File: src/sv/slw_ram.sv
`timescale 1ns / 1ps
// ----------------------------------------------------------------------------
// slw_ram
// Generic single write port memory with registered read.
// ----------------------------------------------------------------------------
module slw_ram #(
   parameter int WIDTH = 8,
   parameter int DEPTH = 64
) (
   input  logic                     clock,
   input  logic                     wr_en,
   input  logic [$clog2(DEPTH)-1:0] wr_addr,
   input  logic [WIDTH-1:0]         wr_data,
   input  logic [$clog2(DEPTH)-1:0] rd_addr,
   output logic [WIDTH-1:0]         rd_data
);

   logic [WIDTH-1:0] mem_ff [DEPTH];
   logic [WIDTH-1:0] rd_data_ff;

   always_ff @(posedge clock) begin
      if (wr_en) begin
         mem_ff[wr_addr] <= wr_data;
      end
      rd_data_ff <= mem_ff[rd_addr];
   end

   assign rd_data = rd_data_ff;

endmodule

File: config.mk
export PLATFORM = sky130hd
export DESIGN_NAME = slw_ram
export DESIGN_NICKNAME = d
export VERILOG_FILES = /design/src/sv/slw_ram.sv
export SDC_FILE = /design/constraint.sdc
export NUM_CORES = 1
export LEC_CHECK = 0
export BUFFER_PORTS_ARGS = -buffer_cell sky130_fd_sc_hd__buf_2
export CORE_ASPECT_RATIO = 2
export CORE_MARGIN = 8
export CORE_UTILIZATION = 53
export DETAILED_ROUTE_END_ITERATION = 6
export PLACE_DENSITY = 0.69
export SLEW_MARGIN = 20
export SYNTH_ARGS = -nofsm -noshare
export SYNTH_HDL_FRONTEND = slang
export SYNTH_SLANG_ARGS = --single-unit
File: constraint.sdc
create_clock -name clock -period 2.4 [get_ports clock]
set_input_delay 0.24 -clock clock [delete_from_list [all_inputs] [get_ports clock]]
set_output_delay 0.24 -clock clock [all_outputs]
set_load 0.02 [all_outputs]
==> summary.md <==
| Metric | Value |
|---|---|
| Worst Setup Start Kind | `register` |
| PnR worst setup slack | `0.243 ns` |
| RSZ-0062 raised after global routing | `no` |
| Die Height | `292 um` |
| Post-synth top area share | `76.2%` |
| CP top delay family | `compound AO/OA/AOI/OAI gates` |
| Fin util | `61.3%` |
| Total Routing Usage GR | `21.2%` |
| Reg2Reg Depth | `4` |
| Hold Path Class | `primary input to register` |
| Pre-antenna DRT Iters | `5` |
| R2R setup slack | `0.24 ns` |
| Crit Path Class | `register to register` |
| CTS H-tree depth | `2` |
| Final min period | `2.16 ns` |
| Met2 Usage GRT | `39.9%` |
| Final hold vios | `0` |
| Required @ worst endpoint | `2.82 ns` |
| Hold buffers post-CTS | `0` |
| R2R Path End | `rd_data[1]` |
| Max transition margin | `47.6%` |
| CTS tree | `yes` |
| NetSw | `3.78 mW` |
| Slowest cell on crit path | `a221oi_1` |
| Placed Area | `21800 sq um` |
| Most used DFF post-synth | `edfxtp_1` |
| Outcome | `finished, final reports clean` |
| Via count | `9925` |
| Sw Ratio | `20.7%` |
| IO Port Bufs | `29` |
| Post-CTS setup repair buffer count | `0` |
| Combinational group share of total power | `5.8%` |
| Vias in the first global route | `10500` |
| Max FO, Critical Path | `1` |
| Clk sinks | `520` |
| Crit share post-route | `89.9%` |
| Synth area leaders | `edfxtp_1, mux4_2, nor2_1` |
| Critical path depth in cells | `4` |
| Seq/Total Area, Yosys | `77.0%` |
| Design area | `23200 sq um` |
| Critical path cell sequence | `mux4_2 > mux2_2 > a221oi_1 > o2bb2ai_1` |
| Largest net degree at the start of global routing | `65` |
| Clock buffer depth | `3` |
| Root buf cell | `clkbuf_16` |
| CORE AREA | `37800 sq um` |
| Hold Path Depth | `3` |
| Total gr overflow | `0` |
| Clk_lat worst skew | `0.56 ns` |
| CP bufs+invs | `0` |
| Via density | `6.23` |
| Net count reported at finish | `1120` |
| Worst Setup SP | `mem_ff[46][1]` |
| Post-Syn Area per Cell | `21.5 sq um` |
| Clock transition at the registers of the reported paths | `0.07 ns` |
| Die Area | `44900 sq um` |
| Placer Congestion | `0.812` |
| P per Cell Area | `786 nW/um^2` |
| Pre-CTS setup slack | `-0.200 ns` |
| Worst setup EP type | `register` |
| Final WL | `46800 um` |
| Post-synth EDFFs | `512` |
| CTS buffer count | `42` |
| Crit path capture | `rd_data[1]` |
| Largest area contributor in the netlist | `edfxtp_1` |
| N_diodes | `0` |
| Leak Pwr | `7.50 nW` |
| Int Pwr | `14.4 mW` |
| Initial DRC count | `1049` |
| Cells after synthesis | `940` |
| Cell Area, Synth | `20200 sq um` |
| Netlist cell types | `40` |
| Count of state elements after synthesis | `520` |
| # rows | `101` |
| Hpwl dp | `32000 um` |
| Worst vdd ir | `0.543 mV` |
| Total power | `18.2 mW` |
| Max-cap viol count | `0` |
| Count leader, synth | `edfxtp_1` |
| WL/cell | `29.4 um` |
| Worst-Margin Slew | `0.787 ns` |
| Antenna Violating Nets Remaining | `0` |
| Post-synth ARST share | `0%` |
| Layout area overhead | `14.9%` |
| Final hold slack | `0.119 ns` |
| Reg-to-reg startpoint | `mem_ff[46][1]` |
| Layout cell share with drive strength beyond 1 | `32.7%` |
| Chip Width | `154 um` |
| Top Usage Layer GRT | `met2` |
| Achievable frequency | `464 MHz` |
| # resized after CTS | `0` |
| Clk network pwr share | `38.9%` |
| I/O pin count | `30` |
| Slew Viols, Final | `0` |
| Synth Net Count | `962` |
| Synth warn | `0` |
| # DRC | `0` |
| Flop pwr share | `55.3%` |
| GRT met1 Usage | `23.0%` |
| First-pass GRT wire length | `68700 um` |
| Initial antenna violation count | `0` |
| List of most frequent post-synthesis cells | `edfxtp_1, mux4_2, nor2_1, mux2i_1, nand2_1` |
| Starting Density | `53.4%` |
| M3 GR Usage | `2.83%` |
| Critical Path Max Stage Delay | `0.71 ns` |
| Arr. time, crit path | `2.58 ns` |
| Worst Skew | `0.0159 ns` |
| # setup viols final | `0` |
## how the worst min path moves through the flow
stage,start,end,slack [ns]
after global routing,rd_addr[5],rd_data[2],0.11
after CTS,rd_addr[5],rd_data[2],0.09
after floorplan,wr_data[0],mem_ff[0][0],0.34
after detailed placement,rd_data[6],rd_data[6],0.68
final,rd_addr[5],rd_data[2],0.12
after global placement,rd_addr[5],rd_data[2],0.66
## placed cells by master, fill, tap and decap left out, types with 3 or more instances in the layout
master      Yosys  routed
a211oi_1        4       4
a21oi_1         3       3
a221oi_1        6       6
a22oi_1         3       3
buf_12          2      12
buf_2          11      26
buf_4          13     126
bufinv_16       0       5
clkbuf_1       17       4
clkbuf_16       0      45
clkinv_1        0       9
clkinv_2        0       5
clkinv_4        0       4
clkinvlp_4      0       4
dfxtp_1         8       8
edfxtp_1      512     512
mux2_2         13      13
mux2i_1        23      23
mux4_2        126     126
nand2_1        19      19
nand2b_1        7       7
nand3_1        13      13
nand3b_1        3       3
nor2_1         83      83
nor2b_1        14      14
nor3_1          7       7
o2111ai_1       3       3
o221ai_1        8       8
o22ai_1         8       8
o2bb2ai_1       3       3
## power by group through the flow
stage / registers [mW] / logic, mW / clock network [mW]
2_1_floorplan: 10.3 / 0.536 / 0
3_3_place_gp: 10.3 / 1.04 / 0
3_5_place_dp: 10.3 / 1.06 / 0
4_1_cts: 10.1 / 1.06 / 7.19
5_1_grt: 10.1 / 1.10 / 7.47
6_report: 10.1 / 1.05 / 7.09
## per-layer routing
| metal | vias up | share of wire [%] |
|---|---|---|
| met2 | 363 | 56 |
| met3 | 98 | 4.9 |
| li1 | 4237 | - |
| met4 | 0 | 4.6 |
| met1 | 5227 | 34 |
| met5 | - | 0 |
## cell families after synthesis
family / Yosys count / share of synthesized area, %
AO/OA/AOI/OAI: 54 / 2.07
buffers and inverters: 51 / 1.57
flip-flops: 520 / 77.0
multiplexers: 162 / 15.9
AND/OR/NAND/NOR: 153 / 3.39
## state kept, by name, summed over array words and instances (netlist names)
| signal | flops |
|---|---|
| rd_data | 8 |
| mem_ff | 512 |
## worst register-to-register path: stages, from the launching register on
cell and delay (ns):
edfxtp_1 0.37, mux4_2 0.47, mux2_2 0.29, a221oi_1 0.71
o2bb2ai_1 0.18
## cell type report
type / instances / area (sq um)
clock buffer: 49 / 1140
fill: 2587 / 14600
sequential: 520 / 15500
multi-input combinational: 369 / 4320
tap: 463 / 579
clock inverter: 27 / 274
timing repair buffer: 165 / 1330
## per-stage QoR
| stage | setup TNS [ns] | cells |
|---|---|---|
| after global routing | 0 | 1593 |
| after global placement | -0.158 | 1517 |
| after detailed placement | -0.259 | 1517 |
| after floorplan | 0 | 940 |
| final | 0 | 1593 |
| after CTS | 0 | 1593 |
Power figures use the tool's default switching activity.
