--- src/sv/slw_pkg.sv ---
`timescale 1ns / 1ps
// ----------------------------------------------------------------------------
// slw_pkg
// Shared types, codes and defaults of the segmenting stop-and-wait link.
// ----------------------------------------------------------------------------
package slw_pkg;

   localparam int MAX_PAYLOAD_DEF = 30;
   localparam int QUEUE_DEPTH_DEF = 64;
   localparam int ID_BITS_DEF     = 16;

   localparam int          TICK_W        = 24;
   localparam logic [23:0] TIMEOUT_RESET = 24'd100000;
   localparam logic [23:0] TICK_MAX      = 24'hFFFFFF;
   localparam int          CSR_AW        = 3;
   localparam logic [2:0]  CSR_TIMEOUT   = 3'd0;

   typedef enum logic [1:0] {
      OP_TX_BYTE   = 2'd0,
      OP_TICK      = 2'd1,
      OP_RX_HEADER = 2'd2,
      OP_RX_BYTE   = 2'd3
   } op_type;

   localparam logic [1:0] RX_DATA = 2'd0;
   localparam logic [1:0] RX_ACK  = 2'd1;

   typedef enum logic [2:0] {
      KIND_TX_DATA      = 3'd0,
      KIND_TX_ACK       = 3'd1,
      KIND_DELIVER      = 3'd2,
      KIND_ACK_IGNORED  = 3'd3,
      KIND_ACK_ACCEPTED = 3'd4,
      KIND_QUEUE_DROP   = 3'd5
   } kind_type;

   typedef struct packed {
      logic [1:0]  operation;
      logic [7:0]  data_byte;
      logic        frame_end;
      logic [1:0]  rx_type;
      logic [15:0] rx_id;
      logic [4:0]  rx_size;
      logic        rx_final;
   } req_type;

   typedef struct packed {
      logic [2:0]  result_kind;
      logic [15:0] packet_id;
      logic [4:0]  packet_size;
      logic        packet_final;
      logic [7:0]  out_byte;
      logic        delivered_frame_end;
      logic        last;
   } rsp_type;

   // command word handed from front to back
   typedef struct packed {
      kind_type    kind;
      logic [15:0] packet_id;
      logic [4:0]  packet_size;
      logic        packet_final;
      logic [7:0]  out_byte;
      logic        delivered_frame_end;
   } cmd_type;

   typedef enum logic {
      FR_IDLE   = 1'b0,
      FR_SETTLE = 1'b1
   } front_state_type;

   typedef enum logic {
      BK_IDLE = 1'b0,
      BK_SEND = 1'b1
   } back_state_type;

endpackage

--- src/sv/slw_back.sv ---
`timescale 1ns / 1ps
// ----------------------------------------------------------------------------
// slw_back
// Executes commands: single results at once, packet sends as a burst of
// payload reads, one byte a cycle.
// ----------------------------------------------------------------------------
module slw_back #(
   parameter int MAX_PAYLOAD = slw_pkg::MAX_PAYLOAD_DEF,
   parameter int QUEUE_DEPTH = slw_pkg::QUEUE_DEPTH_DEF
) (
   input  logic                                       clock,
   input  logic                                       reset,
   input  logic                                       cmd_empty,
   input  slw_pkg::cmd_type                           cmd,
   input  logic [$clog2(QUEUE_DEPTH)-1:0]             cmd_slot,
   output logic                                       cmd_pop,
   input  logic [$clog2(QUEUE_DEPTH)-1:0]             tail_slot,
   output logic                                       slot_hit,
   output logic [$clog2(QUEUE_DEPTH*MAX_PAYLOAD)-1:0] pay_rd_addr,
   input  logic [7:0]                                 pay_rd_data,
   output logic                                       rsp_strobe,
   output slw_pkg::rsp_type                           rsp_item
);
   import slw_pkg::*;

   localparam int QW  = $clog2(QUEUE_DEPTH);
   localparam int SW  = $clog2(MAX_PAYLOAD + 1);
   localparam int PAW = $clog2(QUEUE_DEPTH * MAX_PAYLOAD);

   back_state_type state_ff, state_in;
   cmd_type        burst_ff;
   logic [QW-1:0]  slot_ff;
   logic [PAW-1:0] base_ff;
   logic [SW-1:0]  idx_ff, idx_in;
   logic           out_valid_ff, out_valid_in;
   rsp_type        out_ff, out_in;
   logic           from_ram_ff, from_ram_in;
   logic           burst_last;
   logic           start_burst;

   assign burst_last  = (idx_ff + SW'(1)) >= SW'(burst_ff.packet_size);
   assign pay_rd_addr = base_ff + PAW'(idx_ff);
   assign slot_hit    = (state_ff == BK_SEND) && (slot_ff == tail_slot);
   assign start_burst = cmd_pop && (cmd.kind == KIND_TX_DATA);

   // next state
   always_comb begin
      unique case (state_ff)
         BK_IDLE: state_in = start_burst ? BK_SEND : BK_IDLE;
         BK_SEND: state_in = burst_last ? BK_IDLE : BK_SEND;
         default: state_in = BK_IDLE;
      endcase
   end

   // outputs of the state machine
   always_comb begin
      cmd_pop      = 1'b0;
      idx_in       = idx_ff;
      out_valid_in = 1'b0;
      from_ram_in  = 1'b0;
      out_in       = out_ff;
      unique case (state_ff)
         BK_IDLE: begin
            cmd_pop = !cmd_empty;
            idx_in  = '0;
            if (!cmd_empty && cmd.kind != KIND_TX_DATA) begin
               out_valid_in                 = 1'b1;
               out_in.result_kind           = cmd.kind;
               out_in.packet_id             = cmd.packet_id;
               out_in.packet_size           = cmd.packet_size;
               out_in.packet_final          = cmd.packet_final;
               out_in.out_byte              = cmd.out_byte;
               out_in.delivered_frame_end   = cmd.delivered_frame_end;
               out_in.last                  = 1'b1;
            end
         end
         BK_SEND: begin
            out_valid_in                = 1'b1;
            from_ram_in                 = 1'b1;
            out_in.result_kind          = KIND_TX_DATA;
            out_in.packet_id            = burst_ff.packet_id;
            out_in.packet_size          = burst_ff.packet_size;
            out_in.packet_final         = burst_ff.packet_final;
            out_in.out_byte             = '0;
            out_in.delivered_frame_end  = 1'b0;
            out_in.last                 = burst_last;
            idx_in                      = idx_ff + SW'(1);
         end
         default: begin
            cmd_pop = 1'b0;
         end
      endcase
   end

   always_ff @(posedge clock) begin
      if (start_burst) begin
         burst_ff <= cmd;
         slot_ff  <= cmd_slot;
         base_ff  <= PAW'(cmd_slot) * PAW'(MAX_PAYLOAD);
      end
      out_ff <= out_in;
   end

   always_ff @(posedge clock) begin
      if (reset) begin
         state_ff     <= BK_IDLE;
         idx_ff       <= '0;
         out_valid_ff <= 1'b0;
         from_ram_ff  <= 1'b0;
      end else begin
         state_ff     <= state_in;
         idx_ff       <= idx_in;
         out_valid_ff <= out_valid_in;
         from_ram_ff  <= from_ram_in;
      end
   end

   always_comb begin
      rsp_item = out_ff;
      if (from_ram_ff) begin
         rsp_item.out_byte = pay_rd_data;
      end
   end
   assign rsp_strobe = out_valid_ff;

   a_no_pop_in_burst: assert property (@(posedge clock) disable iff (reset)
      state_ff == BK_SEND |-> !cmd_pop) else $error("command taken during burst");
   a_burst_ends_last: assert property (@(posedge clock) disable iff (reset)
      (state_ff == BK_SEND && burst_last) |=> rsp_strobe && rsp_item.last)
      else $error("burst end without last mark");

endmodule

--- config.mk ---
export PLATFORM = sky130hd
export DESIGN_NAME = slw_back
export DESIGN_NICKNAME = d
export VERILOG_FILES = /design/src/sv/slw_pkg.sv /design/src/sv/slw_back.sv
export SDC_FILE = /design/constraint.sdc
export NUM_CORES = 1
export LEC_CHECK = 0
export BUFFER_PORTS_ARGS = -buffer_cell sky130_fd_sc_hd__buf_2
export CAP_MARGIN = 0
export CORE_MARGIN = 3
export CORE_UTILIZATION = 34
export CTS_CLUSTER_DIAMETER = 40
export DETAILED_ROUTE_END_ITERATION = 6
export GPL_ROUTABILITY_DRIVEN = 0
export PLACE_DENSITY_LB_ADDON = 0.12
export SYNTH_ARGS = -nofsm -noshare
export SYNTH_HDL_FRONTEND = slang
export SYNTH_SLANG_ARGS = --single-unit
--- constraint.sdc ---
create_clock -name clock -period 3.8 [get_ports clock]
set_input_delay 0.95 -clock clock [delete_from_list [all_inputs] [get_ports clock]]
set_output_delay 0.95 -clock clock [all_outputs]
set_load 0.005 [all_outputs]
==> metrics.md <==
| Metric | Value |
|---|---|
| Status | `finished clean` |
| CTS Buf Count | `9` |
| Syn Inst Count | `303` |
| Setup bufs post-CTS | `0` |
| Synth Register Bits | `80` |
| Leading area contributor after synthesis | `edfxtp_1` |
| Worst Tran Pin Value | `528 ps` |
| Unrepaired setup endpoints after global routing | `false` |
| Area of the multi-input gates | `0.00145 sq mm` |
| FF/Latch Area | `0.00232 sq mm` |
| Clk_lat worst skew | `330 ps` |
| Gr usage total | `0.119` |
| R2R Setup Slk | `1770 ps` |
| R2r endpoint | `rsp_item[12]$_DFFE_PP_` |
| IO Pins | `106` |
| Critical path fanouts, max | `4` |
| Row cnt | `39` |
| Share of cells above drive strength 1 | `0.395` |
| Worst min path class | `reg2reg` |
| Leakage | `2.06 nW` |
| Worst rel slew slack | `0.647` |
| Hold Path Cell Cnt | `1` |
| PD cells | `445 mW/mm^2` |
| DP Wirelength | `5.85 mm` |
| Slowest-stage cell, CP | `fa_1` |
| Post-route setup slack | `435 ps` |
| Largest family of logic cells by synthesized area | `adder cells` |
| Post-synth top area share | `0.526` |
| Most frequent cells after synthesis | `edfxtp_1 (72), inv_1 (31), mux2_2 (30)` |
| Fill count | `1,133` |
| Yosys Warn Count | `0` |
| Post-route DRC violation count | `0` |
| Total Nets Final | `480` |
| Skew final | `4.13 ps` |
| Drt total wl | `7.80 mm` |
| Fin crit share | `0.886` |
| Synth Area in XOR/XNOR | `0.0448` |
| Routed wire per std cell | `14.5 um` |
| Max Fclk | `0.297 GHz` |
| Number of synthesized flops with an enable pin | `72` |
| Global-route wire length before repair | `12.2 mm` |
| CTS resizes | `0` |
| Multiplexer share of the synthesized area | `0.0822` |
| DIE AREA | `0.0134 sq mm` |
| Worst-case reg-to-reg path depth | `3` |
| Post-synthesis compound-gate area fraction | `0.0371` |
| DR vias | `2,426` |
| Initial DRC count | `107` |
| Total clock sinks | `80` |
| Critical Path Sink Type | `register` |
| Max_cap viols | `0` |
| Die Y | `116 um` |
| Count leader, synth | `edfxtp_1` |
| Post-layout minimum cycle time | `3360 ps` |
| Root Driver | `clkbuf_16` |
| Initial antenna violation count | `0` |
| Critical Path Source Type | `input pin` |
| Setup TNS | `0 ps` |
| Core area | `0.0116 sq mm` |
| Syn_area_per_cell | `13.6 sq um` |
| Worst path arrival time | `3560 ps` |
| Worst Setup SP | `cmd_slot[3]` |
| Port Buffers | `105` |
| Hold Crit Start | `idx_ff[0]$_SDFF_PP0_` |
| Maximum vdd ir drop | `162 uV` |
| Synth area leaders | `edfxtp_1 (53%), mux2_2 (8.2%), ha_1 (7.0%)` |
| Via density | `4.51` |
| Post-synth cell types | `34` |
| Antenna Nets Post-Route | `0` |
| CTS tree | `yes` |
| Crit Path Class | `in2reg` |
| Initial core utilization | `0.354` |
| Adder-Cell Fraction of Synth Area | `0.119` |
| Simple-Gate Fraction of Synth Area | `0.0667` |
| Fin. Hold Viols | `0` |
| Worst-path cell chain | `buf_2, inv_1, fa_1, fa_1, inv_1, ha_1, nor2b_4, o31a_1, or4_1, nand3_1` |
| Count of final setup violators | `0` |
| Largest stage delay, worst path | `510 ps` |
| GR Overflow Total | `0` |
| H-Tree Depth | `3` |
| Post-Place Worst Slack | `87.2 ps` |
| Vias in the first global route | `2,399` |
| FF-to-FF Start | `state_ff$_SDFF_PP0_` |
| # diodes | `0` |
| Mapped Area | `0.00411 sq mm` |
| Main flop type after synthesis | `edfxtp_1` |
| FFs w/ async S/R, synth | `0` |
| Clk pin slew, worst setup/hold paths | `60 ps` |
| Clock Tree Buf Depth | `2` |
| Largest net degree at the start of global routing | `23` |
| Die width | `116 um` |
| # hold bufs at CTS | `0` |
| Total nets after synthesis | `393` |
| Critical Path RT | `4000 ps` |
| Layout area overhead | `19.5%` |
| Total power | `0.00218 W` |
| Hold path endpoint | `idx_ff[0]$_SDFF_PP0_` |
| Sequential area share after synthesis | `0.565` |
| First-pass DRT Iterations | `4` |
| Slew Limit Fails | `0` |
[cells in the final DEF (no fill, tap or decap), types with 5 or more instances in the layout]
| master | instances |
|---|---|
| fa_1 | 10 |
| dfxtp_1 | 7 |
| ha_1 | 23 |
| clkbuf_16 | 9 |
| xor2_1 | 7 |
| a21oi_1 | 11 |
| o21ai_0 | 5 |
| inv_1 | 31 |
| xnor2_1 | 14 |
| mux2_2 | 30 |
| buf_2 | 105 |
| edfxtp_1 | 72 |
| nor2b_1 | 17 |
| nand2_1 | 10 |
[area by class of cell]
class	instances	area share
Multi-Input combinational cell	159	0.295
Inverter	31	0.0237
Sequential cell	80	0.473
Timing Repair Buffer	109	0.113
Clock buffer	10	0.0466
Clock inverter	6	0.0120
Tap cell	143	0.0364
[logic make-up (layout without fill, tap and decap cells)]
family | Yosys count | after routing
AO/OA/AOI/OAI | 26 | 26
XOR/XNOR | 21 | 21
adder cells (fa/ha/maj) | 33 | 33
buffers and inverters | 64 | 156
flip-flops | 80 | 80
multiplexers | 30 | 30
AND/OR/NAND/NOR | 49 | 49
[registers in the layout (all words and copies together) (netlist names)]
register and flops:
burst_ff 22, from_ram_ff 1, idx_ff 5, out_ff 8
rsp_strobe 1, base_ff 9, state_ff 1, rsp_item 27
slot_ff 6
[through the flow]
stage	cell area (sq um)	hold slack, ps	utilization	instances
floorplan	4110	445	-	303
global placement	4620	494	0.398	522
detailed placement	4620	492	0.398	522
CTS	4910	506	0.423	538
global route	4910	539	0.423	538
finish	4910	504	0.423	538
[power by group]
part,total [W],internal [W],switching (W)
Clock,0.000843,0.000506,0.000337
Sequential,0.00103,0.00102,0.0000142
Combinational,0.000308,0.000153,0.000155
Total,0.00218,0.00168,0.000506
[worst max-delay path by stage]
stage | depth (start not counted) | slack [ps] | to
2_1_floorplan | 9 | 370 | base_ff[9]$_DFFE_PP_
3_3_place_gp | 10 | 150 | base_ff[9]$_DFFE_PP_
3_5_place_dp | 10 | 90 | base_ff[9]$_DFFE_PP_
4_1_cts | 10 | 430 | base_ff[9]$_DFFE_PP_
5_1_grt | 10 | 290 | base_ff[9]$_DFFE_PP_
6_report | 10 | 440 | base_ff[9]$_DFFE_PP_
[layer usage]
layer  track usage  vias to the layer above  part of all wire
met5             0                        -                 0
met4        0.0441                        0             0.015
met3        0.0371                        8             0.056
met2         0.189                       72              0.48
met1         0.154                     1141              0.45
li1              -                     1205                 -
[critical path: cells and delay by family]
| family | cells | cell delay [ps] |
|---|---|---|
| compound gates | 1 | 270 |
| fa+ha+maj | 3 | 1320 |
| buf+inv | 3 | 360 |
| simple gates | 3 | 660 |
Power figures use the tool's default switching activity.
