$ cat config.mk
export PLATFORM = sky130hd
export DESIGN_NAME = slw_front
export DESIGN_NICKNAME = d
export VERILOG_FILES = /design/src/sv/slw_pkg.sv /design/src/sv/slw_ram.sv /design/src/sv/slw_front.sv
export SDC_FILE = /design/constraint.sdc
export NUM_CORES = 2
export LEC_CHECK = 0
export ABC_AREA = 1
export BUFFER_PORTS_ARGS = -buffer_cell sky130_fd_sc_hd__buf_2
export CORE_UTILIZATION = 52
export CTS_CLUSTER_DIAMETER = 50
export DETAILED_ROUTE_END_ITERATION = 10
export GPL_TIMING_DRIVEN = 1
export HOLD_SLACK_MARGIN = 0.08
export MAX_ROUTING_LAYER = met4
export PLACE_DENSITY_LB_ADDON = 0.12
export SLEW_MARGIN = 20
export SYNTH_ARGS = -nofsm -noshare
export SYNTH_HDL_FRONTEND = slang
export SYNTH_SLANG_ARGS = --single-unit
$ cat constraint.sdc
create_clock -name clock -period 5.89 [get_ports clock]
set_input_delay 0.589 -clock clock [delete_from_list [all_inputs] [get_ports clock]]
set_output_delay 0.589 -clock clock [all_outputs]
set_load 0.05 [all_outputs]
$ cat src/sv/slw_pkg.sv
`timescale 1ns / 1ps
// ----------------------------------------------------------------------------
// slw_pkg
// Shared types, codes and defaults of the segmenting stop-and-wait link.
// ----------------------------------------------------------------------------
package slw_pkg;

   localparam int MAX_PAYLOAD_DEF = 30;
   localparam int QUEUE_DEPTH_DEF = 64;
   localparam int ID_BITS_DEF     = 16;

   localparam int          TICK_W        = 24;
   localparam logic [23:0] TIMEOUT_RESET = 24'd100000;
   localparam logic [23:0] TICK_MAX      = 24'hFFFFFF;
   localparam int          CSR_AW        = 3;
   localparam logic [2:0]  CSR_TIMEOUT   = 3'd0;

   typedef enum logic [1:0] {
      OP_TX_BYTE   = 2'd0,
      OP_TICK      = 2'd1,
      OP_RX_HEADER = 2'd2,
      OP_RX_BYTE   = 2'd3
   } op_type;

   localparam logic [1:0] RX_DATA = 2'd0;
   localparam logic [1:0] RX_ACK  = 2'd1;

   typedef enum logic [2:0] {
      KIND_TX_DATA      = 3'd0,
      KIND_TX_ACK       = 3'd1,
      KIND_DELIVER      = 3'd2,
      KIND_ACK_IGNORED  = 3'd3,
      KIND_ACK_ACCEPTED = 3'd4,
      KIND_QUEUE_DROP   = 3'd5
   } kind_type;

   typedef struct packed {
      logic [1:0]  operation;
      logic [7:0]  data_byte;
      logic        frame_end;
      logic [1:0]  rx_type;
      logic [15:0] rx_id;
      logic [4:0]  rx_size;
      logic        rx_final;
   } req_type;

   typedef struct packed {
      logic [2:0]  result_kind;
      logic [15:0] packet_id;
      logic [4:0]  packet_size;
      logic        packet_final;
      logic [7:0]  out_byte;
      logic        delivered_frame_end;
      logic        last;
   } rsp_type;

   // command word handed from front to back
   typedef struct packed {
      kind_type    kind;
      logic [15:0] packet_id;
      logic [4:0]  packet_size;
      logic        packet_final;
      logic [7:0]  out_byte;
      logic        delivered_frame_end;
   } cmd_type;

   typedef enum logic {
      FR_IDLE   = 1'b0,
      FR_SETTLE = 1'b1
   } front_state_type;

   typedef enum logic {
      BK_IDLE = 1'b0,
      BK_SEND = 1'b1
   } back_state_type;

endpackage

$ cat src/sv/slw_ram.sv
`timescale 1ns / 1ps
// ----------------------------------------------------------------------------
// slw_ram
// Generic single write port memory with registered read.
// ----------------------------------------------------------------------------
module slw_ram #(
   parameter int WIDTH = 8,
   parameter int DEPTH = 64
) (
   input  logic                     clock,
   input  logic                     wr_en,
   input  logic [$clog2(DEPTH)-1:0] wr_addr,
   input  logic [WIDTH-1:0]         wr_data,
   input  logic [$clog2(DEPTH)-1:0] rd_addr,
   output logic [WIDTH-1:0]         rd_data
);

   logic [WIDTH-1:0] mem_ff [DEPTH];
   logic [WIDTH-1:0] rd_data_ff;

   always_ff @(posedge clock) begin
      if (wr_en) begin
         mem_ff[wr_addr] <= wr_data;
      end
      rd_data_ff <= mem_ff[rd_addr];
   end

   assign rd_data = rd_data_ff;

endmodule

$ cat src/sv/slw_front.sv
`timescale 1ns / 1ps
// ----------------------------------------------------------------------------
// slw_front
// Accepts words, builds packets, keeps queue and receive state, issues
// commands to the back end.
// ----------------------------------------------------------------------------
module slw_front #(
   parameter int MAX_PAYLOAD = slw_pkg::MAX_PAYLOAD_DEF,
   parameter int QUEUE_DEPTH = slw_pkg::QUEUE_DEPTH_DEF,
   parameter int ID_BITS     = slw_pkg::ID_BITS_DEF
) (
   input  logic                                        clock,
   input  logic                                        reset,
   input  logic                                        start,
   output logic                                        busy,
   input  slw_pkg::req_type                            req_item,
   input  logic [23:0]                                 timeout,
   input  logic                                        slot_busy,
   input  logic                                        cmd_full,
   output logic                                        cmd_push,
   output slw_pkg::cmd_type                            cmd,
   output logic [$clog2(QUEUE_DEPTH)-1:0]              cmd_slot,
   output logic [$clog2(QUEUE_DEPTH)-1:0]              tail_slot,
   output logic                                        pay_wr_en,
   output logic [$clog2(QUEUE_DEPTH*MAX_PAYLOAD)-1:0]  pay_wr_addr,
   output logic [7:0]                                  pay_wr_data
);
   import slw_pkg::*;

   localparam int QW    = $clog2(QUEUE_DEPTH);
   localparam int CW    = $clog2(QUEUE_DEPTH + 1);
   localparam int SW    = $clog2(MAX_PAYLOAD + 1);
   localparam int PAW   = $clog2(QUEUE_DEPTH * MAX_PAYLOAD);
   localparam int MW    = ID_BITS + SW + 1;
   localparam int CMP_W = (ID_BITS > 16) ? ID_BITS : 16;
   localparam logic [QW-1:0] LAST_SLOT = QW'(QUEUE_DEPTH - 1);
   localparam logic [CW-1:0] FULL_CNT  = CW'(QUEUE_DEPTH);
   localparam logic [SW-1:0] MP        = SW'(MAX_PAYLOAD);

   front_state_type state_ff, state_in;
   logic [QW-1:0]      head_ff, head_in, tail_ff, tail_in;
   logic [CW-1:0]      count_ff, count_in;
   logic [ID_BITS-1:0] next_id_ff, next_id_in;
   logic [SW-1:0]      build_ff, build_in;
   logic               lost_ff, lost_in;
   logic [23:0]        elapsed_ff, elapsed_in;
   logic               sent_ff, sent_in;
   logic [SW-1:0]      rx_rem_ff, rx_rem_in;
   logic               rx_final_ff, rx_final_in;

   logic               accept;
   logic               reload;
   logic               meta_wr;
   logic [MW-1:0]      meta_wdata, meta_rdata;
   logic [ID_BITS-1:0] head_id;
   logic [SW-1:0]      head_size;
   logic               head_final;
   logic               full;
   logic [SW-1:0]      build_next;
   logic               lost_now;
   logic [23:0]        elapsed_next;
   logic [SW-1:0]      rx_size_w;

   slw_ram #(.WIDTH(MW), .DEPTH(QUEUE_DEPTH)) u_meta (
      .clock   (clock),
      .wr_en   (meta_wr),
      .wr_addr (tail_ff),
      .wr_data (meta_wdata),
      .rd_addr (head_ff),
      .rd_data (meta_rdata)
   );

   assign {head_id, head_size, head_final} = meta_rdata;
   assign accept     = start && !busy;
   assign full       = (count_ff == FULL_CNT);
   assign build_next = build_ff + SW'(1);
   assign lost_now   = lost_ff || full || (build_ff >= MP);
   assign elapsed_next = (elapsed_ff == TICK_MAX) ? elapsed_ff : elapsed_ff + 24'd1;
   assign rx_size_w  = (32'(req_item.rx_size) > 32'(MAX_PAYLOAD))
                       ? MP : SW'(req_item.rx_size);
   assign tail_slot  = tail_ff;
   assign pay_wr_addr = PAW'(tail_ff) * PAW'(MAX_PAYLOAD) + PAW'(build_ff);
   assign pay_wr_data = req_item.data_byte;
   assign meta_wdata  = {next_id_ff, build_next, req_item.frame_end};

   // next state
   always_comb begin
      unique case (state_ff)
         FR_IDLE:   state_in = reload ? FR_SETTLE : FR_IDLE;
         FR_SETTLE: state_in = FR_IDLE;
         default:   state_in = FR_IDLE;
      endcase
   end

   // outputs of the state machine
   always_comb begin
      unique case (state_ff)
         FR_IDLE:   busy = cmd_full || slot_busy;
         FR_SETTLE: busy = 1'b1;
         default:   busy = 1'b1;
      endcase
   end

   always_comb begin
      head_in     = head_ff;
      tail_in     = tail_ff;
      count_in    = count_ff;
      next_id_in  = next_id_ff;
      build_in    = build_ff;
      lost_in     = lost_ff;
      elapsed_in  = elapsed_ff;
      sent_in     = sent_ff;
      rx_rem_in   = rx_rem_ff;
      rx_final_in = rx_final_ff;
      reload      = 1'b0;
      meta_wr     = 1'b0;
      pay_wr_en   = 1'b0;
      cmd_push    = 1'b0;
      cmd         = '0;
      cmd.kind    = KIND_TX_DATA;
      cmd_slot    = head_ff;
      if (accept) begin
         unique case (op_type'(req_item.operation))
            OP_TX_BYTE: begin
               pay_wr_en = !full && (build_ff < MP);
               if (build_next >= MP || req_item.frame_end) begin
                  if (lost_now) begin
                     cmd_push             = 1'b1;
                     cmd.kind             = KIND_QUEUE_DROP;
                     cmd.packet_id        = 16'(next_id_ff);
                     cmd.packet_size      = 5'(build_next);
                     cmd.packet_final     = req_item.frame_end;
                  end else begin
                     meta_wr    = 1'b1;
                     reload     = 1'b1;
                     tail_in    = (tail_ff == LAST_SLOT) ? '0 : tail_ff + QW'(1);
                     count_in   = count_ff + CW'(1);
                     next_id_in = next_id_ff + ID_BITS'(1);
                  end
                  build_in = '0;
                  lost_in  = 1'b0;
               end else begin
                  build_in = build_next;
                  lost_in  = lost_now;
               end
            end
            OP_TICK: begin
               cmd.packet_id    = 16'(head_id);
               cmd.packet_size  = 5'(head_size);
               cmd.packet_final = head_final;
               if (count_ff == '0) begin
                  elapsed_in = '0;
               end else if (!sent_ff || elapsed_next > timeout) begin
                  cmd_push   = 1'b1;
                  sent_in    = 1'b1;
                  elapsed_in = '0;
               end else begin
                  elapsed_in = elapsed_next;
               end
            end
            OP_RX_HEADER: begin
               cmd.packet_id = req_item.rx_id;
               if (req_item.rx_type == RX_DATA) begin
                  cmd_push    = 1'b1;
                  cmd.kind    = KIND_TX_ACK;
                  rx_rem_in   = rx_size_w;
                  rx_final_in = req_item.rx_final;
               end else if (req_item.rx_type == RX_ACK) begin
                  cmd_push = 1'b1;
                  if (count_ff != '0 && CMP_W'(head_id) == CMP_W'(req_item.rx_id)) begin
                     cmd.kind   = KIND_ACK_ACCEPTED;
                     reload     = 1'b1;
                     head_in    = (head_ff == LAST_SLOT) ? '0 : head_ff + QW'(1);
                     count_in   = count_ff - CW'(1);
                     sent_in    = 1'b0;
                     elapsed_in = '0;
                  end else begin
                     cmd.kind = KIND_ACK_IGNORED;
                  end
               end
            end
            OP_RX_BYTE: begin
               if (rx_rem_ff != '0) begin
                  cmd_push                = 1'b1;
                  cmd.kind                = KIND_DELIVER;
                  cmd.out_byte            = req_item.data_byte;
                  cmd.delivered_frame_end = (rx_rem_ff == SW'(1)) && rx_final_ff;
                  rx_rem_in               = rx_rem_ff - SW'(1);
               end
            end
            default: begin
               cmd_push = 1'b0;
            end
         endcase
      end
   end

   always_ff @(posedge clock) begin
      if (reset) begin
         state_ff    <= FR_IDLE;
         head_ff     <= '0;
         tail_ff     <= '0;
         count_ff    <= '0;
         next_id_ff  <= ID_BITS'(1);
         build_ff    <= '0;
         lost_ff     <= 1'b0;
         elapsed_ff  <= '0;
         sent_ff     <= 1'b0;
         rx_rem_ff   <= '0;
         rx_final_ff <= 1'b0;
      end else begin
         state_ff    <= state_in;
         head_ff     <= head_in;
         tail_ff     <= tail_in;
         count_ff    <= count_in;
         next_id_ff  <= next_id_in;
         build_ff    <= build_in;
         lost_ff     <= lost_in;
         elapsed_ff  <= elapsed_in;
         sent_ff     <= sent_in;
         rx_rem_ff   <= rx_rem_in;
         rx_final_ff <= rx_final_in;
      end
   end

   a_count_bound: assert property (@(posedge clock) disable iff (reset)
      count_ff <= FULL_CNT) else $error("queue count overflow");
   a_sent_nonempty: assert property (@(posedge clock) disable iff (reset)
      sent_ff |-> count_ff != '0) else $error("sent flag with empty queue");
   a_empty_ptrs: assert property (@(posedge clock) disable iff (reset)
      count_ff == '0 |-> head_ff == tail_ff) else $error("empty queue pointers differ");

endmodule

==> out/results.tsv <==
metric	value	unit
Least-Margin Pin Slew	1110	ps
yosys warns	0	
Setup-failing EPs final	0	
Initial Utilization	52.4	%
Synth-to-Final Area Change	12.0	%
Synth area leaders	edfxtp_1, o21ai_0, nor2_1	
Die Width	347	µm
final worst path period share	88.4	%
row count	126	
Synth Register Bits	1503	
Min Clock Period, post-route	5210	ps
Final Hold Fails	0	
Clock Sinks	1503	
fillcell total	9469	
Vias	41300	
Iteration-0 DRC Markers	4728	
mapped cell area	61800	µm²
crit path DAT	4620	ps
relative slew slack	25.9	%
largest net degree at the start of global routing	195	
post-synth net total	5169	
DRC	0	
Yosys top cell area share	68.4	%
first-pass iteration count of the detailed router	8	
post-CTS resize count	0	
vias in the first global route	38600	
VDD IR max	0.279	mV
CTS tree	built	
WL final	172	mm
RD Place Congestion	0.895	
FMAX	192	MHz
I/O pins	132	
CP max FO	11	
max cap viols	0	
Mapped Cells	5032	
core area	118000	µm²
htree depth	4	
initial antenna violation count	2	
Post-CTS Setup Inserts	0	
ANT nets after route	0	
total gr overflow	0	
Layout Skew	31.7	ps
r2r worst-path depth	20	
routed len/inst	25.3	µm
clock root buffer	clkbuf_16	
HP Class	primary input to register	
Cell Pwr Density	305	nW/µm²
Slew Viols, Final	0	
share of cells above drive strength 1	11.3	%
Yosys cell types	47	
DIE HEIGHT	347	µm
CTS buffer count	161	
Seq/Total Area, Yosys	71.5	%
status	finished, final reports clean	
cell count of the worst hold path	3	
clock-pin transition on the worst setup and hold timing paths	60	ps
CP Data Required Time	5300	ps
detail-routed via count per cell	6.07	
DPL Wire Length	93.6	mm
setup_tns	0	ps
Longest Clk Path Bufs	3	
worst setup path class	register to output pin	
Total GRT Usage	29.0	%
synthesized area per cell	12.3	µm²
global-route wire length before repair	251	mm
worst hold-check slack	145	ps
CP Capture Type	output pin	
die area	120000	µm²
cell taking the most area after synthesis	edfxtp_1	
Leak	24.6	nW
Final #Nets	5267	
Critical Path Source Type	register	
RSZ-0062 raised after global routing	false	
IO buf count	131	
clk_lat worst skew	770	ps
==> what timing repair did <==
item | 4_1_cts | 5_1_grt
endpoints found under the hold margin | 1 | 0
endpoints found under the setup margin | 0 | 0
hold buffers | 1 | 0
==> Yosys cell counts, drive strengths merged <==
master / n
a211oi: 3
a21o: 4
a21oi: 112
a221oi: 1
a311oi: 1
a31o: 1
a31oi: 20
buf: 113
clkbuf: 216
clkinv: 4
dfxtp: 95
edfxtp: 1408
fa: 11
ha: 62
inv: 140
nand2: 495
nand3: 187
nand3b: 2
nand4: 54
nor2: 863
nor3: 32
nor3b: 4
nor4: 3
o211ai: 38
o21a: 1
o21ai: 737
o221ai: 138
o22ai: 214
or2: 1
xnor2: 34
xor2: 38
==> final timing paths <==
check        slack (ps)           from               to
max                 680   tail_slot[3]  pay_wr_addr[10]
min                 140    req_item[4]     rx_rem_ff[3]
max reg2reg        1850  elapsed_ff[1]    elapsed_ff[0]
min reg2reg         480  elapsed_ff[9]    elapsed_ff[9]
==> critical path: stages, from the launching register on <==
cell and delay [ps]:
dfxtp_1 310, buf_4 200, clkinv_1 440, fa_1 630, fa_1 500, inv_1 40
ha_1 340, nand3_1 100, nand3_1 120, a21oi_1 80, o21ai_0 190, xor2_1 290
inv_1 80, nand3_1 100, xor2_1 140, buf_2 280
==> per-stage QoR <==
step | area [µm²] | utilization [%] | std cells | setup WS [ps] | power, W
floorplan | 61800 | - | 5032 | 715 | 0.0118
global placement | 64300 | 54.6 | 6502 | 1570 | 0.0119
detailed placement | 64300 | 54.6 | 6502 | 1490 | 0.0119
CTS | 69200 | 58.7 | 6790 | 651 | 0.0212
global route | 69200 | 58.7 | 6790 | 354 | 0.0217
finish | 69200 | 58.7 | 6791 | 683 | 0.0211
==> cells by family after synthesis <==
group	after synthesis	synth area share, %
AND/OR/NAND/NOR	1641	10.8
AO/OA/AOI/OAI	1270	11.8
buffers and inverters	473	3.18
XOR/XNOR	72	1.06
flip-flops	1503	71.5
adder cells (fa/ha/maj)	73	1.61
==> registers in the layout, summed over array words and instances (netlist names) <==
signal / flops
build_ff: 5
cmd_slot: 6
count_ff: 7
elapsed_ff: 24
lost_ff: 1
next_id_ff: 16
rx_final_ff: 1
rx_rem_ff: 5
sent_ff: 1
state_ff: 1
tail_slot: 6
u_meta.mem_ff: 1408
u_meta.rd_data: 22
==> report_power, final <==
group / internal (W) / total (W) / switching (W) / leakage, nW
combinational: 0.0000471 / 0.000165 / 0.000117 / 7.44
sequential: 0.0115 / 0.0115 / 0.00000489 / 14.8
clock: 0.00539 / 0.00946 / 0.00407 / 2.38
==> layer usage <==
metal  global-route usage [%]  vias to the layer above  share of wire, %  wire, µm
met3                     6.56                      253               9.6     16500
met2                     42.9                     1910                45     77400
met4                     9.16                        0               2.8      4730
met5                        -                        -                 0         0
li1                         -                    18700                 -         -
met1                     40.0                    20400                43     73100
==> layout by cell type, fill, tap and decap left out, types with 58 or more instances in the layout <==
cell | netlist | layout
inv_1 | 133 | 129
a21oi_1 | 112 | 112
buf_2 | 84 | 131
nor2_2 | 4 | 58
buf_4 | 17 | 121
nor2_1 | 858 | 803
o22ai_1 | 214 | 214
nand2_1 | 491 | 491
clkbuf_16 | 0 | 164
o21ai_0 | 727 | 727
edfxtp_1 | 1408 | 1408
o221ai_1 | 138 | 138
ha_1 | 62 | 62
nand3_1 | 180 | 180
dfxtp_1 | 95 | 75
==> cell type report <==
cell class	instances	area, µm²	area share (%)
Clock inverter	79	596	0.860
Inverter	144	559	0.808
Tap cell	1536	1920	2.78
Clock buffer	208	4280	6.18
Multi-Input combinational cell	3056	15900	22.9
Timing Repair Buffer	264	1790	2.59
Sequential cell	1503	44200	63.9
Antenna cell	1	2.50	0.00362
(Power assumes the default switching activity.)
