--- config.mk ---
export PLATFORM = sky130hd
export DESIGN_NAME = slw_cmd_fifo
export DESIGN_NICKNAME = d
export VERILOG_FILES = /design/src/sv/slw_pkg.sv /design/src/sv/slw_cmd_fifo.sv
export SDC_FILE = /design/constraint.sdc
export NUM_CORES = 1
export LEC_CHECK = 0
export ABC_AREA = 1
export BUFFER_PORTS_ARGS = -buffer_cell sky130_fd_sc_hd__buf_2
export CAP_MARGIN = 20
export CORE_ASPECT_RATIO = 1.1
export CORE_MARGIN = 2
export CORE_UTILIZATION = 52
export DETAILED_ROUTE_END_ITERATION = 10
export PLACE_DENSITY = 0.9
export SLEW_MARGIN = 40
export SYNTH_ARGS = -nofsm -noshare
export SYNTH_HDL_FRONTEND = slang
export SYNTH_SLANG_ARGS = --single-unit
--- constraint.sdc ---
create_clock -name clock -period 2.29 [get_ports clock]
set_clock_uncertainty 0.05 [all_clocks]
set_input_delay 0.458 -clock clock [delete_from_list [all_inputs] [get_ports clock]]
set_output_delay 0.458 -clock clock [all_outputs]
set_load 0.02 [all_outputs]
--- src/sv/slw_pkg.sv ---
`timescale 1ns / 1ps
// ----------------------------------------------------------------------------
// slw_pkg
// Shared types, codes and defaults of the segmenting stop-and-wait link.
// ----------------------------------------------------------------------------
package slw_pkg;

   localparam int MAX_PAYLOAD_DEF = 30;
   localparam int QUEUE_DEPTH_DEF = 64;
   localparam int ID_BITS_DEF     = 16;

   localparam int          TICK_W        = 24;
   localparam logic [23:0] TIMEOUT_RESET = 24'd100000;
   localparam logic [23:0] TICK_MAX      = 24'hFFFFFF;
   localparam int          CSR_AW        = 3;
   localparam logic [2:0]  CSR_TIMEOUT   = 3'd0;

   typedef enum logic [1:0] {
      OP_TX_BYTE   = 2'd0,
      OP_TICK      = 2'd1,
      OP_RX_HEADER = 2'd2,
      OP_RX_BYTE   = 2'd3
   } op_type;

   localparam logic [1:0] RX_DATA = 2'd0;
   localparam logic [1:0] RX_ACK  = 2'd1;

   typedef enum logic [2:0] {
      KIND_TX_DATA      = 3'd0,
      KIND_TX_ACK       = 3'd1,
      KIND_DELIVER      = 3'd2,
      KIND_ACK_IGNORED  = 3'd3,
      KIND_ACK_ACCEPTED = 3'd4,
      KIND_QUEUE_DROP   = 3'd5
   } kind_type;

   typedef struct packed {
      logic [1:0]  operation;
      logic [7:0]  data_byte;
      logic        frame_end;
      logic [1:0]  rx_type;
      logic [15:0] rx_id;
      logic [4:0]  rx_size;
      logic        rx_final;
   } req_type;

   typedef struct packed {
      logic [2:0]  result_kind;
      logic [15:0] packet_id;
      logic [4:0]  packet_size;
      logic        packet_final;
      logic [7:0]  out_byte;
      logic        delivered_frame_end;
      logic        last;
   } rsp_type;

   // command word handed from front to back
   typedef struct packed {
      kind_type    kind;
      logic [15:0] packet_id;
      logic [4:0]  packet_size;
      logic        packet_final;
      logic [7:0]  out_byte;
      logic        delivered_frame_end;
   } cmd_type;

   typedef enum logic {
      FR_IDLE   = 1'b0,
      FR_SETTLE = 1'b1
   } front_state_type;

   typedef enum logic {
      BK_IDLE = 1'b0,
      BK_SEND = 1'b1
   } back_state_type;

endpackage

--- src/sv/slw_cmd_fifo.sv ---
`timescale 1ns / 1ps
// ----------------------------------------------------------------------------
// slw_cmd_fifo
// Two-entry command queue between front and back; flags queued sends of
// the slot that the front is filling.
// ----------------------------------------------------------------------------
module slw_cmd_fifo #(
   parameter int QW = 6
) (
   input  logic             clock,
   input  logic             reset,
   input  logic             push,
   input  slw_pkg::cmd_type push_cmd,
   input  logic [QW-1:0]    push_slot,
   input  logic             pop,
   output logic             empty,
   output logic             full,
   output slw_pkg::cmd_type pop_cmd,
   output logic [QW-1:0]    pop_slot,
   input  logic [QW-1:0]    tail_slot,
   output logic             slot_hit
);
   import slw_pkg::*;

   cmd_type       ent_ff  [2];
   logic [QW-1:0] slot_ff [2];
   logic [1:0]    val_ff, val_in;
   logic          rd_ff, rd_in, wr_ff, wr_in;

   assign empty    = !val_ff[rd_ff];
   assign full     = val_ff[wr_ff];
   assign pop_cmd  = ent_ff[rd_ff];
   assign pop_slot = slot_ff[rd_ff];

   always_comb begin
      slot_hit = 1'b0;
      for (int i = 0; i < 2; i++) begin
         if (val_ff[i] && ent_ff[i].kind == KIND_TX_DATA && slot_ff[i] == tail_slot) begin
            slot_hit = 1'b1;
         end
      end
   end

   always_comb begin
      val_in = val_ff;
      rd_in  = rd_ff;
      wr_in  = wr_ff;
      if (pop && !empty) begin
         val_in[rd_ff] = 1'b0;
         rd_in         = !rd_ff;
      end
      if (push && !full) begin
         val_in[wr_ff] = 1'b1;
         wr_in         = !wr_ff;
      end
   end

   always_ff @(posedge clock) begin
      if (push && !full) begin
         ent_ff[wr_ff]  <= push_cmd;
         slot_ff[wr_ff] <= push_slot;
      end
   end

   always_ff @(posedge clock) begin
      if (reset) begin
         val_ff <= '0;
         rd_ff  <= 1'b0;
         wr_ff  <= 1'b0;
      end else begin
         val_ff <= val_in;
         rd_ff  <= rd_in;
         wr_ff  <= wr_in;
      end
   end

   a_no_overflow: assert property (@(posedge clock) disable iff (reset)
      push |-> !full) else $error("command pushed into full queue");

endmodule

==> results of run 1 <==
## registers in the layout, indices dropped and copies added, names as in the netlist, named ones only
name	flops
wr_ff	1
rd_ff	1
slot_ff	12
val_ff	2
ent_ff	68
## layer usage
metal / share of wire / vias to the layer above / GRT usage
li1: - / 921 / -
met1: 0.38 / 912 / 0.180
met2: 0.54 / 72 / 0.276
met3: 0.055 / 13 / 0.0323
met4: 0.020 / 0 / 0.0773
met5: 0 / - / 0
## Yosys cell counts, drive strengths merged
cell type  instances
a21oi              6
buf                5
dfxtp              5
edfxtp            80
inv               15
mux2              36
nand2             23
nand3              3
nor2               7
o21ai              7
xnor2              9
xor2               2
## final cells by class
type	count	area (µm²)
Clock inverter	5	98.8
Sequential cell	85	2500
Fill cell	499	2270
Tap cell	82	103
Inverter	15	56.3
Clock buffer	11	131
Multi-Input combinational cell	93	815
Timing Repair Buffer	96	541
## worst max path at each step
stage | depth (start not counted) | slack, ps | from | end
final | 3 | 200 | flop | pop_slot[4]
after global routing | 3 | 120 | flop | pop_slot[4]
after CTS | 3 | 170 | flop | pop_slot[4]
after detailed placement | 3 | 540 | flop | pop_slot[4]
after global placement | 3 | 550 | flop | pop_slot[4]
after floorplan | 2 | 480 | push | ent_ff[1][0]
## worst max-delay path, stage by stage (launching register included)
cell and delay (ps):
dfxtp_2 520, buf_12 230, mux2_2 340, buf_2 160
## kinds of logic after synthesis
family | count (synthesis) | synth area share
flops | 85 | 0.724
buf+inv | 20 | 0.0402
xor+xnor | 11 | 0.0279
simple gates | 33 | 0.0369
mux | 36 | 0.152
compound gates | 13 | 0.0188
## power groups by stage
stage | sequential, W | clock, W | combinational (W)
finish | 0.00186 | 0.00120 | 0.000500
global route | 0.00187 | 0.00129 | 0.000537
CTS | 0.00186 | 0.00122 | 0.000507
detailed placement | 0.00189 | 0 | 0.000504
global placement | 0.00188 | 0 | 0.000493
floorplan | 0.00188 | 0 | 0.000344
## stage by stage
| step | power (W) | cell area, µm² |
|---|---|---|
| 2_1_floorplan | 0.00222 | 3460 |
| 3_3_place_gp | 0.00238 | 4020 |
| 3_5_place_dp | 0.00240 | 4020 |
| 4_1_cts | 0.00359 | 4250 |
| 5_1_grt | 0.00369 | 4250 |
| 6_report | 0.00356 | 4250 |
==> results.toml, run 1 <==
[run_status]
status = "complete, no violations"

[route]
totalWireLength_mm = 5.67
via_per_inst = 4.96
drt-initial-drc-count = 109
vias = 1918
drc_errors = 0
firstDrtPassIters = 4
post_drt_wl_per_cell_um = 14.6
postRouteAntennaNets = 0

[clocking]
clock-sinks = 85
cts.hold.buffers_added = 0
cts_buffer_depth = 2
cts_tree = "done"
clock_tree.htree_level_count = 3
clkLatencyLatePin_ps = 330
postCtsSetupBuffers = 0
clockRootBuffer = "clkbuf_8"
path_clk_slew_ps = 80
cts_resized = 0
numCtsBuffers = 9

[grt]
grt_pass1_wl_mm = 8.28
antenna_found_initial = 0
grt_pass1_vias = 1837
overflow = 0
grt_max_degree = 41
grtUsageTotal = 0.156

[place]
place_inst = 371
gp_congestion = 0.756
hpwlAfterDp_mm = 3.93
portBuffers = 92
dp_slack_ps = 543

[setup_path]
rr_startpoint = "val_ff[1]"
end_kind = "output port"
start_kind = "flop"
ff2ff_setup_slack_ps = 790
arrival_ps = 1590
cp.required_ps = 1780
path_class = "flop to output port"
regToRegEndpoint = "slot_ff[1][1]"
crit_fanout = 18
ff2ff_path_depth = 4

[power_and_ir_drop]
power_frac_seq = 0.522
p_clk_frac = 0.337
p_int_w = 0.00276
switching_share = 0.223
p_switching_w = 0.000794
ir_worst_vdd_mv = 0.562
power_density_nw_per_um2 = 837
comb_power_share = 0.141
leakage_nw = 1.70

[sta]
setup_ws_ps = 195
min_period_ps = 2090
whs_ps = 260
rsz0062_at_grt = "no"
relSlewSlack = 0.743
max_freq_ghz = 0.477
tightest_slew_ps = 385
setup_viol = 0
period_share = 0.915
hold_violations = 0
slew_violations = 0
fin_setup_tns_ps = 0

[finish]
final_layout_size_suffix_gt1_frac = 0.485
fin_nets = 350
n_antenna_cell = 0
syn_to_final_growth_pct = 22.9
fin_cells = 387
final_cell_mix = "92 x buf_2, 80 x edfxtp_1, 32 x mux2_4"
layout_commonest_cell = "buf_2"
utilization = 0.652

[worst_hold_path]
min_to = "ent_ff[1][15]"
whs_path_depth = 1
worstHoldStart = "push_cmd[15]"
min_path_type = "input port to flop"

[synthesis]
synth_top_area_cell = "edfxtp_1"
yosys-top-cells-area = "edfxtp_1 70%, mux2_4 14%, dfxtp_1 2.9%"
ys.warnings.count = 0
synth-seq-area-share = 0.724
syn_area_um2 = 3460
syn-num-nets = 248
ys_ff_latch = 85
yosys.area.top_type_share = 0.695
avgSynthCellArea_um2 = 17.5
synth_cell_type_count = 14
synthCells = 198

[floorplan]
die_w_um = 81.7
core.rowCount = 31
dieArea_um2 = 7310
core_um2 = 6520
start_util = 0.530
pin_count = 93
die_height_um = 89.5

[job]
maxCapViolations = 0
Note: power is estimated with default switching activity, not from simulation.
==> run 2, diff against run 1 <==
--- a/config.mk
+++ b/config.mk
@@ -8,7 +8,6 @@
 export ABC_AREA = 1
 export BUFFER_PORTS_ARGS = -buffer_cell sky130_fd_sc_hd__buf_2
 export CAP_MARGIN = 20
-export CORE_ASPECT_RATIO = 1.1
 export CORE_MARGIN = 2
 export CORE_UTILIZATION = 52
 export DETAILED_ROUTE_END_ITERATION = 10
==> constraint.sdc (replaced) <==
create_clock -name clock -period 2.29 [get_ports clock]
set_clock_uncertainty 0.05 [all_clocks]
set_input_delay 0.3435 -clock clock [delete_from_list [all_inputs] [get_ports clock]]
set_output_delay 0.3435 -clock clock [all_outputs]
set_load 0.02 [all_outputs]
==> results.toml, run 2 (synthesis gave the netlist of run 1 again) <==
[floorplan]
die_height_um = 85.5
dieArea_um2 = 7310
die_w_um = 85.5
core_um2 = 6390
pin_count = 93
start_util = 0.541
core.rowCount = 29

[place]
hpwlAfterDp_mm = 4.07
portBuffers = 92
place_inst = 367
gp_congestion = 0.754

[route]
totalWireLength_mm = 5.79
drt-initial-drc-count = 91
firstDrtPassIters = 4
drc_errors = 0
postRouteAntennaNets = 0
via_per_inst = 4.98
post_drt_wl_per_cell_um = 15.1
vias = 1909

[grt]
grt_max_degree = 27
grt_pass1_vias = 1906
use_met3 = 0.0654
antenna_found_initial = 0
busiest_layer = "met2"
met2_usage = 0.289
overflow = 0
grt_pass1_wl_mm = 9.02
grtUsageTotal = 0.168
grt_use_met1 = 0.188

[worst_hold_path]
min_path_type = "input port to flop"
min_to = "ent_ff[0][22]"
whs_path_depth = 1
worstHoldStart = "push_cmd[22]"

[power_and_ir_drop]
p_switching_w = 0.000818
power_frac_seq = 0.535
switching_share = 0.237
ir_worst_vdd_mv = 0.475
leakage_nw = 1.68
p_clk_frac = 0.322
p_int_w = 0.00264
comb_power_share = 0.143
power_density_nw_per_um2 = 825

[sta]
slew_violations = 0
whs_ps = 133
setup_viol = 0
max_freq_ghz = 0.508
hold_violations = 0
rsz0062_at_grt = "no"
period_share = 0.860
fin_setup_tns_ps = 0
relSlewSlack = 0.595
tightest_slew_ps = 603
min_period_ps = 1970

[setup_path]
cp.required_ps = 1900
arrival_ps = 1580
ff2ff_setup_slack_ps = 470
start_kind = "flop"
regToRegEndpoint = "ent_ff[0][17]"
end_kind = "output port"
ff2ff_path_depth = 4
rr_startpoint = "val_ff[0]"
critPathMaxStageDelay_ps = 370
cp_slowest_cell = "buf_4"
path_cells = "buf_4 > mux2_4 > buf_2"
path_class = "flop to output port"
crit_fanout = 23

[run_status]
status = "complete, no violations"

[finish]
fin_nets = 351
n_antenna_cell = 0
reg_top3 = "ent_ff (68), slot_ff (12), val_ff (2)"
fin_cells = 383
syn_to_final_growth_pct = 21.4
final_cell_mix = "92 x buf_2, 80 x edfxtp_1, 32 x mux2_4"
final_layout_size_suffix_gt1_frac = 0.487
largest_register_ffs = 68
layout_commonest_cell = "buf_2"
regMostFlops = "ent_ff"

[clocking]
cts.hold.buffers_added = 0
cts_resized = 0
clockRootBuffer = "clkbuf_8"
clkLatencyLatePin_ps = 340
cts_tree = "done"
numCtsBuffers = 9
clock_tree.htree_level_count = 3
path_clk_slew_ps = 80
cts_buffer_depth = 2
postCtsSetupBuffers = 0
clock-sinks = 85

[job]
maxCapViolations = 0
==> run 2: changes by cell type in the layout (fill, tap and decap cells not counted) <==
cell	before	now
clkinv_1	1	3
inv_2	2	0
clkinv_2	1	2
clkbuf_1	2	0
clkinv_4	0	1
buf_4	0	4
clkinvlp_4	0	1
bufinv_16	3	2
buf_12	4	1
==> run 2: cell type report <==
| cell class | count | area (µm²) |
|---|---|---|
| Inverter | 15 | 56.3 |
| Multi-Input combinational cell | 93 | 815 |
| Timing Repair Buffer | 97 | 510 |
| Clock buffer | 9 | 124 |
| Fill cell | 445 | 2190 |
| Tap cell | 77 | 96.3 |
| Clock inverter | 7 | 90.1 |
| Sequential cell | 85 | 2500 |
==> run 2: layer usage <==
metal	share of wire	wire [µm]
met5	0	0
met4	0.011	62
met3	0.071	409
met2	0.52	3040
met1	0.39	2280
==> run 2: worst max-delay path by stage <==
stage / depth (start not counted) / to / startpoint
floorplan: 3 / ent_ff[0][0] / val_ff[0]
global placement: 4 / ent_ff[0][31] / push
detailed placement: 4 / slot_ff[0][4] / val_ff[0]
CTS: 3 / pop_cmd[5] / flop
global route: 3 / pop_cmd[16] / flop
finish: 3 / pop_cmd[5] / flop
==> run 2: power groups by stage <==
stage          clock, W  sequential, W  combinational [W]
4_1_cts         0.00114        0.00185           0.000502
5_1_grt         0.00122        0.00186           0.000531
3_5_place_dp          0        0.00189           0.000500
6_report        0.00111        0.00185           0.000496
3_3_place_gp          0        0.00188           0.000490
2_1_floorplan         0        0.00188           0.000344
==> run 2: per-stage QoR <==
| step | total power (W) | cell area (µm²) | setup slack, ps | util |
|---|---|---|---|---|
| 3_5_place_dp | 0.00239 | 3980 | 458 | 0.623 |
| 3_3_place_gp | 0.00237 | 3980 | 508 | 0.623 |
| 2_1_floorplan | 0.00222 | 3460 | 561 | - |
| 4_1_cts | 0.00349 | 4200 | 297 | 0.657 |
| 6_report | 0.00346 | 4200 | 320 | 0.657 |
| 5_1_grt | 0.00361 | 4200 | 238 | 0.657 |
==> run 2: critical path: cells and delay by family, from the launching register on <==
family / cells / cell delay (ps)
mux: 1 / 350
flops: 1 / 330
buf+inv: 2 / 530
==> run 3, diff against run 2 <==
--- a/config.mk
+++ b/config.mk
@@ -5,11 +5,11 @@
 export SDC_FILE = /design/constraint.sdc
 export NUM_CORES = 1
 export LEC_CHECK = 0
-export ABC_AREA = 1
+export ABC_AREA = 0
 export BUFFER_PORTS_ARGS = -buffer_cell sky130_fd_sc_hd__buf_2
 export CAP_MARGIN = 20
 export CORE_MARGIN = 2
-export CORE_UTILIZATION = 52
+export CORE_UTILIZATION = 51
 export DETAILED_ROUTE_END_ITERATION = 10
 export PLACE_DENSITY = 0.9
 export SLEW_MARGIN = 40
==> results.toml, run 3 <==
[run_status]
status = "complete, no violations"

[finish]
final_cell_mix = "92 x buf_2, 80 x edfxtp_1, 41 x mux2_2"
fin_nets = 317
reg_top3 = "ent_ff (68), slot_ff (12), val_ff (2)"
layout_commonest_cell = "buf_2"
largest_register_ffs = 68
final_layout_size_suffix_gt1_frac = 0.566
syn_to_final_growth_pct = 26.5
n_antenna_cell = 0
regMostFlops = "ent_ff"
fin_cells = 349

[route]
totalWireLength_mm = 5.42
drt-initial-drc-count = 90
postRouteAntennaNets = 0
firstDrtPassIters = 4
post_drt_wl_per_cell_um = 15.5
drc_errors = 0
vias = 1793
via_per_inst = 5.14

[place]
gp_congestion = 0.750
hpwlAfterDp_mm = 3.53
place_inst = 333
portBuffers = 92

[sta]
tightest_slew_ps = 554
rsz0062_at_grt = "no"
max_freq_ghz = 0.491
fin_setup_tns_ps = 0
setup_viol = 0
period_share = 0.889
hold_violations = 0
slew_violations = 0
min_period_ps = 2030
relSlewSlack = 0.631

[synthesis]
synth_top_area_cell = "edfxtp_1"
synthCells = 164
ys.flop_type = "edfxtp_1"
yosys.area.top_type_share = 0.743
synth_common_cells = "80 x edfxtp_1, 41 x mux2_2, 8 x xnor2_1, 5 x dfxtp_1"
syn_area_um2 = 3230
ys.warnings.count = 0
yosys-top-cells-area = "edfxtp_1 74%, mux2_2 14%, dfxtp_1 3.1%"
synth_edf_count = 80
synth-seq-area-share = 0.774
synth_cell_type_count = 20
synthArstFlopShare = 0
syn-num-nets = 214
avgSynthCellArea_um2 = 19.7
yosysMostFrequentCell = "edfxtp_1"
ys_ff_latch = 85

[worst_hold_path]
min_path_type = "input port to flop"

[clocking]
numCtsBuffers = 9
cts_tree = "done"
clockRootBuffer = "clkbuf_8"
postCtsSetupBuffers = 0
cts.hold.buffers_added = 0
cts_buffer_depth = 2
path_clk_slew_ps = 80
cts_resized = 0
clkLatencyLatePin_ps = 330
clock-sinks = 85
clock_tree.htree_level_count = 3

[floorplan]
core.rowCount = 29
die_height_um = 83.6
start_util = 0.518
pin_count = 93
dieArea_um2 = 6990
core_um2 = 6240
die_w_um = 83.6

[job]
maxCapViolations = 0

[power_and_ir_drop]
power_density_nw_per_um2 = 905
ir_worst_vdd_mv = 0.650
leakage_nw = 1.53
total_power_w = 0.00370

[grt]
grtUsageTotal = 0.161
grt_pass1_wl_mm = 8.58
antenna_found_initial = 0
grt_pass1_vias = 1844
grt_max_degree = 43
overflow = 0

[setup_path]
arrival_ps = 1640
start_kind = "flop"
cp_slowest_cell = "dfxtp_1"
crit_path_end = "slot_hit"
worstSetupStartpoint = "val_ff[1]"
ff2ff_path_depth = 3
path_class = "flop to output port"
end_kind = "output port"
rr_startpoint = "val_ff[1]"
critPathMaxStageDelay_ps = 440
ff2ff_setup_slack_ps = 730
path_cells = "nor4b_1 > nand4_1 > o21ai_1 > buf_2"
cp.required_ps = 1900
regToRegEndpoint = "ent_ff[1][11]"
crit_fanout = 7
-- run 3: critical path, delay by kind of cell, from the launching register on --
kind,cells,cell delay [ps]
and+or+nand+nor,2,530
DFF,1,440
buffers and inverters,1,180
AOI/OAI and AO/OA,1,150
-- run 3: cell families (layout without fill, tap and decap cells) --
logic type / Yosys count / count (layout) / synth area share
XOR/XNOR: 12 / 12 / 0.0325
buffers and inverters: 5 / 113 / 0.0104
AND/OR/NAND/NOR: 13 / 13 / 0.0240
AO/OA/AOI/OAI: 7 / 7 / 0.0132
multiplexers: 42 / 42 / 0.146
flip-flops: 85 / 85 / 0.774
-- run 3: stage by stage --
stage	area [µm²]	worst slack, ps	util	hold WS [ps]
floorplan	3240	350	-	363
global placement	3800	667	0.609	479
detailed placement	3800	613	0.609	484
CTS	4090	221	0.655	120
global route	4090	56.9	0.655	121
finish	4090	255	0.655	138
-- run 3: layer usage --
metal / vias to the layer above / GRT usage / part of all wire
li1: 851 / - / -
met2: 57 / 0.285 / 0.53
met5: - / 0 / 0
met3: 7 / 0.0376 / 0.054
met4: 0 / 0.0748 / 0.016
met1: 878 / 0.185 / 0.40
-- run 3: worst min path at each step --
stage / from / end / cells after the start / slack [ps]
3_5_place_dp: val_ff[1] / val_ff[1] / 2 / 480
4_1_cts: push_cmd[6] / ent_ff[0][6] / 1 / 120
3_3_place_gp: val_ff[1] / val_ff[1] / 2 / 480
5_1_grt: push_cmd[6] / ent_ff[0][6] / 1 / 120
6_report: push_cmd[6] / ent_ff[1][6] / 1 / 140
2_1_floorplan: reset / val_ff[1] / 1 / 360
-- run 3: cell type report --
cell class                      count  area [µm²]
Sequential cell                    85        2500
Fill cell                         457        2150
Multi-Input combinational cell     74         708
Timing Repair Buffer               96         490
Clock inverter                      6         159
Clock buffer                       10         128
Tap cell                           77        96.3
Inverter                            1        3.75
-- run 3: where the power goes --
group          leakage [nW]  switching (W)  internal [W]
Clock                 0.141       0.000493      0.000947
Combinational         0.599       0.000242      0.000171
Sequential            0.787      0.0000355       0.00181
